$ cat config.mk
export PLATFORM = sky130hd
export DESIGN_NAME = x86_64_instruction_encoder_core
export DESIGN_NICKNAME = d
export VERILOG_FILES = /design/src/hw/rtl/xenc_pkg.sv /design/src/hw/rtl/xenc_decode.sv /design/src/hw/rtl/xenc_pack.sv /design/src/hw/rtl/x86_64_instruction_encoder_core.sv
export SDC_FILE = /design/constraint.sdc
export NUM_CORES = 1
export LEC_CHECK = 0
export BUFFER_PORTS_ARGS = -buffer_cell sky130_fd_sc_hd__clkbuf_2
export CAP_MARGIN = 20
export CORE_ASPECT_RATIO = 1.75
export CORE_MARGIN = 2
export CORE_UTILIZATION = 50
export CTS_CLUSTER_DIAMETER = 50
export DETAILED_ROUTE_END_ITERATION = 12
export GPL_TIMING_DRIVEN = 0
export PLACE_DENSITY_LB_ADDON = 0.08
export SETUP_SLACK_MARGIN = 0.2
export SYNTH_ARGS = -nofsm -noshare
export SYNTH_HDL_FRONTEND = slang
export SYNTH_SLANG_ARGS = --single-unit
$ cat constraint.sdc
create_clock -name i_clk -period 19.15 [get_ports i_clk]
set_clock_uncertainty 0.1 [all_clocks]
set_input_delay 0.9575 -clock i_clk [delete_from_list [all_inputs] [get_ports i_clk]]
set_output_delay 0.9575 -clock i_clk [all_outputs]
set_load 0.05 [all_outputs]
$ cat src/hw/rtl/xenc_pkg.sv
// Package for the x86-64 instruction encoder: payload words, form codes and
// the structure that passes an instruction layout from decode to packing.
// Depends on nothing.
package xenc_pkg;

    // Instruction forms carried in the cmd field.
    typedef enum logic [3:0] {
        CMD_CALL     = 4'd0,
        CMD_RET      = 4'd1,
        CMD_MOV_IMM  = 4'd2,
        CMD_MOV_RR   = 4'd3,
        CMD_LOAD     = 4'd4,
        CMD_STORE    = 4'd5,
        CMD_LEA      = 4'd6,
        CMD_SHL      = 4'd7,
        CMD_ADD_IMM  = 4'd8,
        CMD_AND_IMM  = 4'd9,
        CMD_ADD_RR   = 4'd10,
        CMD_OR_RR    = 4'd11,
        CMD_PUSH_R   = 4'd12,
        CMD_PUSH_IMM = 4'd13,
        CMD_POP      = 4'd14,
        CMD_SYSCALL  = 4'd15
    } t_cmd;

    // Slots of the instruction header, in emission order.
    localparam int HDR_SLOTS = 7;
    localparam int SLOT_P66  = 0;
    localparam int SLOT_P67  = 1;
    localparam int SLOT_REX  = 2;
    localparam int SLOT_OP1  = 3;
    localparam int SLOT_OP2  = 4;
    localparam int SLOT_MODRM = 5;
    localparam int SLOT_SIB  = 6;

    typedef struct packed {
        logic [3:0]  cmd;
        logic [6:0]  reg_a;
        logic [6:0]  reg_b;
        logic [63:0] imm;
        logic [31:0] disp;
    } t_enc_req;

    typedef struct packed {
        logic [63:0] bytes_low;
        logic [63:0] bytes_high;
        logic [3:0]  byte_count;
    } t_enc_rsp;

    // Layout of one instruction: optional header bytes and a little-endian tail.
    typedef struct packed {
        logic [HDR_SLOTS-1:0]      hdr_vld;
        logic [HDR_SLOTS-1:0][7:0] hdr_byte;
        logic [63:0]               tail_val;
        logic [3:0]                tail_len;
    } t_enc_layout;

endpackage

$ cat src/hw/rtl/xenc_decode.sv
// Instruction form decoder: turns one request word into the header bytes
// and the immediate or displacement tail of the instruction.
// Depends on xenc_pkg.
module xenc_decode (
    input  xenc_pkg::t_enc_req    i_req,
    output xenc_pkg::t_enc_layout o_layout
);
    import xenc_pkg::*;

    function automatic logic [1:0] rsz(input logic [6:0] d);
        return d[5:4];
    endfunction

    function automatic logic [3:0] imm_len(input logic [1:0] s, input logic wide64);
        logic [3:0] n;
        unique case (s)
            2'd0: n = 4'd1;
            2'd1: n = 4'd2;
            2'd2: n = 4'd4;
            2'd3: n = wide64 ? 4'd8 : 4'd4;
        endcase
        return n;
    endfunction

    logic [6:0]  opr;
    logic [6:0]  base;
    logic [6:0]  rmr;
    logic [6:0]  regr;
    logic [6:0]  wreg;
    logic        rex_w;
    logic        full_a;
    logic        full_b;
    logic [63:0] k32;
    logic [2:0]  digit;
    logic [7:0]  acc_op;

    assign full_a = rsz(i_req.reg_a) != 2'd0;
    assign full_b = rsz(i_req.reg_b) != 2'd0;
    assign k32    = {32'd0, i_req.imm[31:0]};

    always_comb begin
        opr      = '0;
        base     = '0;
        rmr      = '0;
        regr     = '0;
        wreg     = '0;
        digit    = 3'd0;
        acc_op   = 8'h04;
        o_layout = '0;

        unique case (t_cmd'(i_req.cmd))
            CMD_CALL: begin
                o_layout.hdr_vld[SLOT_OP1]  = 1'b1;
                o_layout.hdr_byte[SLOT_OP1] = 8'hE8;
                o_layout.tail_val = k32;
                o_layout.tail_len = 4'd4;
            end
            CMD_RET: begin
                o_layout.hdr_vld[SLOT_OP1]  = 1'b1;
                o_layout.hdr_byte[SLOT_OP1] = 8'hC3;
            end
            CMD_MOV_IMM: begin
                opr  = i_req.reg_a;
                rmr  = i_req.reg_a;
                wreg = i_req.reg_a;
                o_layout.hdr_vld[SLOT_OP1]  = 1'b1;
                o_layout.hdr_byte[SLOT_OP1] = (full_a ? 8'hB8 : 8'hB0)
                                              | {5'd0, i_req.reg_a[2:0]};
                o_layout.tail_val = i_req.imm;
                o_layout.tail_len = imm_len(rsz(i_req.reg_a), 1'b1);
            end
            CMD_MOV_RR, CMD_ADD_RR, CMD_OR_RR: begin
                opr  = i_req.reg_b;
                rmr  = i_req.reg_a;
                regr = i_req.reg_b;
                wreg = i_req.reg_b;
                o_layout.hdr_vld[SLOT_OP1]   = 1'b1;
                o_layout.hdr_vld[SLOT_MODRM] = 1'b1;
                o_layout.hdr_byte[SLOT_MODRM] = {2'd3, i_req.reg_b[2:0], i_req.reg_a[2:0]};
                if (t_cmd'(i_req.cmd) == CMD_MOV_RR) begin
                    o_layout.hdr_byte[SLOT_OP1] = full_a ? 8'h89 : 8'h88;
                end else if (t_cmd'(i_req.cmd) == CMD_ADD_RR) begin
                    o_layout.hdr_byte[SLOT_OP1] = full_a ? 8'h01 : 8'h00;
                end else begin
                    o_layout.hdr_byte[SLOT_OP1] = full_a ? 8'h09 : 8'h08;
                end
            end
            CMD_LOAD, CMD_STORE, CMD_LEA: begin
                opr  = i_req.reg_b;
                base = i_req.reg_a;
                rmr  = i_req.reg_a;
                regr = i_req.reg_b;
                wreg = i_req.reg_b;
                o_layout.hdr_vld[SLOT_OP1]   = 1'b1;
                o_layout.hdr_vld[SLOT_MODRM] = 1'b1;
                if (t_cmd'(i_req.cmd) == CMD_LOAD) begin
                    o_layout.hdr_byte[SLOT_OP1] = full_b ? 8'h8B : 8'h8A;
                end else if (t_cmd'(i_req.cmd) == CMD_STORE) begin
                    o_layout.hdr_byte[SLOT_OP1] = full_b ? 8'h89 : 8'h88;
                end else begin
                    o_layout.hdr_byte[SLOT_OP1] = 8'h8D;
                end
                o_layout.hdr_byte[SLOT_SIB] = 8'h24;
                if (i_req.reg_a[2:0] == 3'd4 && i_req.disp == 32'd0) begin
                    // Stack-pointer base without displacement needs only the SIB.
                    o_layout.hdr_byte[SLOT_MODRM] = {2'd0, i_req.reg_b[2:0], 3'd4};
                    o_layout.hdr_vld[SLOT_SIB]    = 1'b1;
                end else begin
                    o_layout.hdr_byte[SLOT_MODRM] = {2'd2, i_req.reg_b[2:0], i_req.reg_a[2:0]};
                    o_layout.hdr_vld[SLOT_SIB]    = i_req.reg_a[2:0] == 3'd4;
                    o_layout.tail_val = {32'd0, i_req.disp};
                    o_layout.tail_len = 4'd4;
                end
            end
            CMD_SHL: begin
                opr  = i_req.reg_a;
                rmr  = i_req.reg_a;
                wreg = i_req.reg_a;
                o_layout.hdr_vld[SLOT_OP1]    = 1'b1;
                o_layout.hdr_byte[SLOT_OP1]   = full_a ? 8'hC1 : 8'hC0;
                o_layout.hdr_vld[SLOT_MODRM]  = 1'b1;
                o_layout.hdr_byte[SLOT_MODRM] = {2'd3, 3'd4, i_req.reg_a[2:0]};
                o_layout.tail_val = i_req.imm;
                o_layout.tail_len = 4'd1;
            end
            CMD_ADD_IMM, CMD_AND_IMM: begin
                opr  = i_req.reg_a;
                rmr  = i_req.reg_a;
                wreg = i_req.reg_a;
                if (t_cmd'(i_req.cmd) == CMD_AND_IMM) begin
                    digit  = 3'd4;
                    acc_op = 8'h24;
                end
                o_layout.hdr_vld[SLOT_OP1] = 1'b1;
                o_layout.tail_val = k32;
                o_layout.hdr_byte[SLOT_MODRM] = {2'd3, digit, i_req.reg_a[2:0]};
                if (i_req.reg_a[3:0] == 4'd0) begin
                    // Accumulator short form, no ModRM.
                    o_layout.hdr_byte[SLOT_OP1] = acc_op + {7'd0, full_a};
                    o_layout.tail_len = imm_len(rsz(i_req.reg_a), 1'b0);
                end else if (full_a && i_req.imm[31:0] < 32'd128) begin
                    o_layout.hdr_byte[SLOT_OP1]  = 8'h83;
                    o_layout.hdr_vld[SLOT_MODRM] = 1'b1;
                    o_layout.tail_len = 4'd1;
                end else begin
                    o_layout.hdr_byte[SLOT_OP1]  = full_a ? 8'h81 : 8'h80;
                    o_layout.hdr_vld[SLOT_MODRM] = 1'b1;
                    o_layout.tail_len = imm_len(rsz(i_req.reg_a), 1'b0);
                end
            end
            CMD_PUSH_R, CMD_POP: begin
                opr = i_req.reg_a;
                rmr = i_req.reg_a;
                o_layout.hdr_vld[SLOT_OP1]  = 1'b1;
                o_layout.hdr_byte[SLOT_OP1] =
                    (t_cmd'(i_req.cmd) == CMD_POP ? 8'h58 : 8'h50) | {5'd0, i_req.reg_a[2:0]};
            end
            CMD_PUSH_IMM: begin
                o_layout.hdr_vld[SLOT_OP1] = 1'b1;
                o_layout.tail_val = k32;
                if (i_req.imm[31:0] < 32'd128) begin
                    o_layout.hdr_byte[SLOT_OP1] = 8'h6A;
                    o_layout.tail_len = 4'd1;
                end else begin
                    o_layout.hdr_byte[SLOT_OP1] = 8'h68;
                    o_layout.tail_len = 4'd4;
                end
            end
            CMD_SYSCALL: begin
                o_layout.hdr_vld[SLOT_OP1]  = 1'b1;
                o_layout.hdr_byte[SLOT_OP1] = 8'h0F;
                o_layout.hdr_vld[SLOT_OP2]  = 1'b1;
                o_layout.hdr_byte[SLOT_OP2] = 8'h05;
            end
        endcase

        // Prefixes and REX follow from the register roles picked above.
        rex_w = rsz(wreg) == 2'd3;
        o_layout.hdr_vld[SLOT_P66]  = rsz(opr) == 2'd1;
        o_layout.hdr_byte[SLOT_P66] = 8'h66;
        o_layout.hdr_vld[SLOT_P67]  = rsz(base) == 2'd2;
        o_layout.hdr_byte[SLOT_P67] = 8'h67;
        o_layout.hdr_vld[SLOT_REX]  = rmr[3] | regr[3] | rex_w | rmr[6] | regr[6] | wreg[6];
        o_layout.hdr_byte[SLOT_REX] = {4'h4, rex_w, regr[3], 1'b0, rmr[3]};
    end

endmodule

$ cat src/hw/rtl/xenc_pack.sv
// Byte packer: squeezes the present header bytes together and appends the
// tail, giving the packed instruction and its length.
// Depends on xenc_pkg.
module xenc_pack (
    input  xenc_pkg::t_enc_layout i_layout,
    output xenc_pkg::t_enc_rsp    o_rsp
);
    import xenc_pkg::*;

    logic [127:0] hdr_buf;
    logic [2:0]   hdr_len;
    logic [63:0]  tail_mask;
    logic [127:0] tail_buf;

    always_comb begin
        hdr_buf = '0;
        hdr_len = 3'd0;
        for (int i = 0; i < HDR_SLOTS; i++) begin
            if (i_layout.hdr_vld[i]) begin
                hdr_buf = hdr_buf | ({120'd0, i_layout.hdr_byte[i]} << {hdr_len, 3'b000});
                hdr_len = hdr_len + 3'd1;
            end
        end
    end

    always_comb begin
        for (int j = 0; j < 8; j++) begin
            tail_mask[j*8 +: 8] = {8{4'(j) < i_layout.tail_len}};
        end
    end

    assign tail_buf = {64'd0, i_layout.tail_val & tail_mask} << {hdr_len, 3'b000};

    assign o_rsp.bytes_low  = hdr_buf[63:0] | tail_buf[63:0];
    assign o_rsp.bytes_high = hdr_buf[127:64] | tail_buf[127:64];
    assign o_rsp.byte_count = {1'b0, hdr_len} + i_layout.tail_len;

endmodule

$ cat src/hw/rtl/x86_64_instruction_encoder_core.sv
// x86-64 instruction encoder, top level: request register, encoding logic,
// result register. Depends on xenc_pkg, xenc_decode and xenc_pack.
//
// Usage:
//   The request channel (i_req_valid / o_req_ready / i_req) carries one word
//   per instruction: a form code, two register descriptors, an immediate and
//   a displacement. The result channel (o_rsp_valid / i_rsp_ready / o_rsp)
//   returns one word per request with the packed machine-code bytes, byte 0
//   in the low bits, and the number of valid bytes (1 to 10).
//   o_rsp_valid rises once an accepted request has moved from the request
//   register into the result register; that move waits while the result
//   register holds a word that is not taken. The encoding itself is
//   a single pass of decode and byte packing between the two registers, so
//   a new request is accepted every cycle while results are being taken.
//   When the receiver stalls, the result register holds its word and the
//   request register can still take one more request; only when both are
//   full does o_req_ready drop. Synchronous active-low reset empties both
//   stages; the block keeps no other state.
module x86_64_instruction_encoder_core (
    input  logic               i_clk,
    input  logic               i_rst_n,
    input  logic               i_req_valid,
    output logic               o_req_ready,
    input  xenc_pkg::t_enc_req i_req,
    output logic               o_rsp_valid,
    input  logic               i_rsp_ready,
    output xenc_pkg::t_enc_rsp o_rsp
);
    import xenc_pkg::*;

    t_enc_req    r_req;
    logic        r_req_vld;
    logic        n_req_vld;
    t_enc_rsp    r_rsp;
    logic        r_rsp_vld;
    logic        n_rsp_vld;
    t_enc_layout layout;
    t_enc_rsp    enc_rsp;
    logic        rsp_free;

    // The result register can take a new word when it is empty or its word
    // leaves this cycle; the request register then drains into it.
    assign rsp_free    = !r_rsp_vld || i_rsp_ready;
    assign o_req_ready = !r_req_vld || rsp_free;

    xenc_decode u_decode (
        .i_req    (r_req),
        .o_layout (layout)
    );

    xenc_pack u_pack (
        .i_layout (layout),
        .o_rsp    (enc_rsp)
    );

    always_comb begin
        n_req_vld = o_req_ready ? i_req_valid : r_req_vld;
        n_rsp_vld = rsp_free ? r_req_vld : r_rsp_vld;
    end

    always_ff @(posedge i_clk) begin
        if (!i_rst_n) begin
            r_req_vld <= 1'b0;
            r_rsp_vld <= 1'b0;
        end else begin
            r_req_vld <= n_req_vld;
            r_rsp_vld <= n_rsp_vld;
        end
    end

    // Payload registers load only on a move into them.
    always_ff @(posedge i_clk) begin
        if (o_req_ready && i_req_valid) begin
            r_req <= i_req;
        end
        if (rsp_free && r_req_vld) begin
            r_rsp <= enc_rsp;
        end
    end

    assign o_rsp_valid = r_rsp_vld;
    assign o_rsp       = r_rsp;

`ifndef SYNTH
    a_count_range: assert property (@(posedge i_clk) disable iff (!i_rst_n)
        o_rsp_valid |-> (o_rsp.byte_count != 4'd0 && o_rsp.byte_count <= 4'd10))
        else $error("byte count out of range");

    a_high_zero: assert property (@(posedge i_clk) disable iff (!i_rst_n)
        (o_rsp_valid && o_rsp.byte_count <= 4'd8) |-> o_rsp.bytes_high == 64'd0)
        else $error("bytes beyond the count are not zero");

    a_drain: assert property (@(posedge i_clk) disable iff (!i_rst_n)
        (r_req_vld && rsp_free) |=> o_rsp_valid)
        else $error("pending request did not reach the result register");

    a_ready_free: assert property (@(posedge i_clk) disable iff (!i_rst_n)
        rsp_free |-> o_req_ready)
        else $error("request stalled while the result side is free");
`endif

endmodule

==> results.toml <==
[floorplanning]
die_height_microns = 215
initial_utilization_pct = 50.8
io_pins = 252
rows = 77
die-area_sq_um = 26900
core_area_sq_um = 25100
die_w_microns = 125

[grt]
use_met1_pct = 39.8
grtUsageTotal_pct = 35.6
grt_antenna_before_repair = 1
grt_pass1_vias = 11200
grt.busiest_layer = "met2"
grt.overflow.total = 0
grt_start_max_net_pins = 73
met2_usage_pct = 60.9
grt_util_met3_pct = 5.88
grt_pass1_wl_microns = 70800

[synth]
ys_seq_elements = 240
synth-edff-count = 238
synth.area.top_cells = "edfxtp_1, mux2i_1, nand2_1"
ys_warn_count = 0
synth_top_area_share_pct = 56.0
synth-seq-area-share_pct = 56.3
synth_most_common_cell = "edfxtp_1"
netlist_instances = 1126
async_reset_ff_share_pct = 0
syn-cell-area_sq_um = 12800
synth_cell_type_count = 88
yosys.area.top_type = "edfxtp_1"
avgSynthCellArea_sq_um = 11.3
synth-main-ff-cell = "edfxtp_1"
synthTopCellsByCount = "edfxtp_1, nand2_1, nor2_1"

[place]
place_congestion = 1.00
dp_slack_ns = 11.71
dp_hpwl_microns = 38200
dp_cells = 1697
io_buffers = 243

[route]
avgViaCountPerCell = 6.52
first_iter_violations = 1582
wirelength_microns = 48900
wl_per_cell_microns = 28.2
drc = 0
num_vias = 11300
first_pass_iters = 9
ant_nets = 0

[final_layout]
fillers = 2169
instances_no_fill = 1734
multiInputGateArea_sq_um = 5110
drive_gt1_share_pct = 25.5
layout.nets = 1536
final_util_pct = 60.1
ff_latch_area_sq_um = 7190
syn2layout_area_growth_pct = 18.5

[critical_path]
critPathLaunchType = "flip-flop"
cp-end-kind = "flip-flop"
r2r_start = "r_req[113]"
crit_fanout = 10
critPathKind = "flip-flop to flip-flop"
reg2reg_setup_slack_ns = 11.53
critPathCapture = "o_rsp[3]"
worstRegToRegCells = 26
worstPathArrival_ns = 7.77
timing.rr.end = "o_rsp[3]"
startpoint = "r_req[113]"
cp.required_ns = 19.30

[job]
drv_cap = 0

[sta]
final_hold_viol_count = 0
tightest_slew_ns = 1.18
rsz0062_at_grt = "false"
setup_viol = 0
slew_headroom_pct = 20.9
layout_worst_path_cycle_share_pct = 39.8
finalCriticalPeriod_ns = 7.62
tns_ns = 0
max_clock_freq_mhz = 131
fin_ws_ns = 11.53
worst_hold_slack_ns = 0.426
drv_slew = 0

[power]
ir_drop_v = 0.0000892
cellLeakagePower_nw = 5.81
power_density_nw_per_um2 = 110

[clocking]
cts.clk_slew.worst_paths_ns = 0.06
hold_buffers = 0
cts_tree = "done"
cts.sinks = 240
post_cts_resized = 0
worstSkewPairLatency_ns = 0.55
cts_setup_buffers = 0
htree_num_levels = 1
cts.path.max_buffers = 3
cts_buffers = 21
clockRootBuffer = "clkbuf_16"

[outcome]
status = "complete, no violations"

[hold_path]
hold_path_class = "flip-flop to flip-flop"
## layout by cell type (no fill, tap or decap), drive strengths merged, types with 6 or more instances in the layout
cell type / netlist / routed
a21oi: 53 / 53
a221o: 10 / 10
a221oi: 14 / 14
a222oi: 8 / 8
a22o: 13 / 13
a22oi: 52 / 52
a2bb2oi: 6 / 6
a32oi: 10 / 10
and2: 28 / 28
and3: 13 / 13
buf: 50 / 56
clkbuf: 36 / 306
clkinv: 1 / 7
conb: 1 / 8
edfxtp: 238 / 238
ha: 11 / 11
inv: 21 / 22
mux2: 12 / 12
mux2i: 48 / 48
nand2: 115 / 115
nand2b: 9 / 9
nand3: 37 / 37
nand4: 9 / 9
nor2: 90 / 90
nor2b: 8 / 8
nor3: 22 / 22
nor3b: 6 / 6
nor4: 19 / 19
o211ai: 19 / 19
o21ai: 48 / 48
o22a: 6 / 6
o22ai: 14 / 14
o2bb2ai: 7 / 7
or2: 7 / 7
or3: 10 / 10
## flip-flops by register name, summed over array words and instances, names as in the netlist
| name | flops |
|---|---|
| r_req | 114 |
| o_rsp | 124 |
| r_req_vld | 1 |
| o_rsp_valid | 1 |
## area by class of cell
type,count,area share [%]
sequential,240,47.5
multi-input combinational,785,33.8
timing repair buffer,249,8.70
clock buffer,27,3.62
buffer,86,2.74
tap,316,2.61
inverter,22,0.546
clock inverter,8,0.422
antenna,1,0.0165
## metal layers
layer / up-vias / part of all wire (%)
li1: 4931 / -
met1: 5424 / 34
met2: 744 / 50
met3: 200 / 7.7
met4: 0 / 8.6
met5: - / 0
## how the worst min path moves through the flow
stage,from,to,slack (ns),depth (start not counted)
finish,r_req_vld,o_rsp_valid,0.43,1
global route,r_req_vld,o_rsp_valid,0.45,1
CTS,r_req_vld,o_rsp_valid,0.43,1
detailed placement,r_req_vld,o_rsp_valid,0.41,1
global placement,r_req_vld,o_rsp_valid,0.39,1
floorplan,r_req_vld,o_rsp_valid,0.38,1
## kinds of logic (layout without fill, tap and decap cells)
logic type / count (synthesis) / count (layout) / synth area share, %
buffers and inverters: 108 / 392 / 3.89
adder cells (fa/ha/maj): 13 / 13 / 1.39
AND/OR/NAND/NOR: 383 / 383 / 14.8
flip-flops: 240 / 240 / 56.3
XOR/XNOR: 7 / 7 / 0.539
other: 1 / 9 / 0.0294
AO/OA/AOI/OAI: 314 / 314 / 18.1
multiplexers: 60 / 60 / 4.92
## critical path, stage by stage (launching register included)
cell and delay [ns]:
edfxtp_1 0.44, buf_4 0.20, nor2_2 0.09, o32ai_1 0.69, o311a_2 0.39, or2_1 0.13
buf_4 0.21, clkinv_1 0.24, fa_1 0.60, nand2_1 0.16, xnor2_2 0.45, inv_2 0.20
ha_1 0.37, a21oi_4 0.30, inv_2 0.15, ha_1 0.23, nand2_1 0.12, xor2_1 0.23
nor3_1 0.08, mux2i_1 0.25, nand2_2 0.24, inv_2 0.23, buf_2 0.28, buf_2 0.34
ha_1 0.31, a21oi_1 0.18, xnor2_1 0.11
## stage by stage
stage	power, W	instance area (sq um)
finish	0.00166	15100
global route	0.00170	15100
CTS	0.00164	15100
detailed placement	0.00125	14500
global placement	0.00125	14400
floorplan	0.00104	12800
## report_power, final
group	leakage, nW	total [W]	internal [W]	switching [W]
Clock	0.299	0.000398	0.000215	0.000183
Combinational	3.25	0.000605	0.000158	0.000447
Sequential	2.26	0.000654	0.000636	0.0000177
Power figures use the tool's default switching activity.
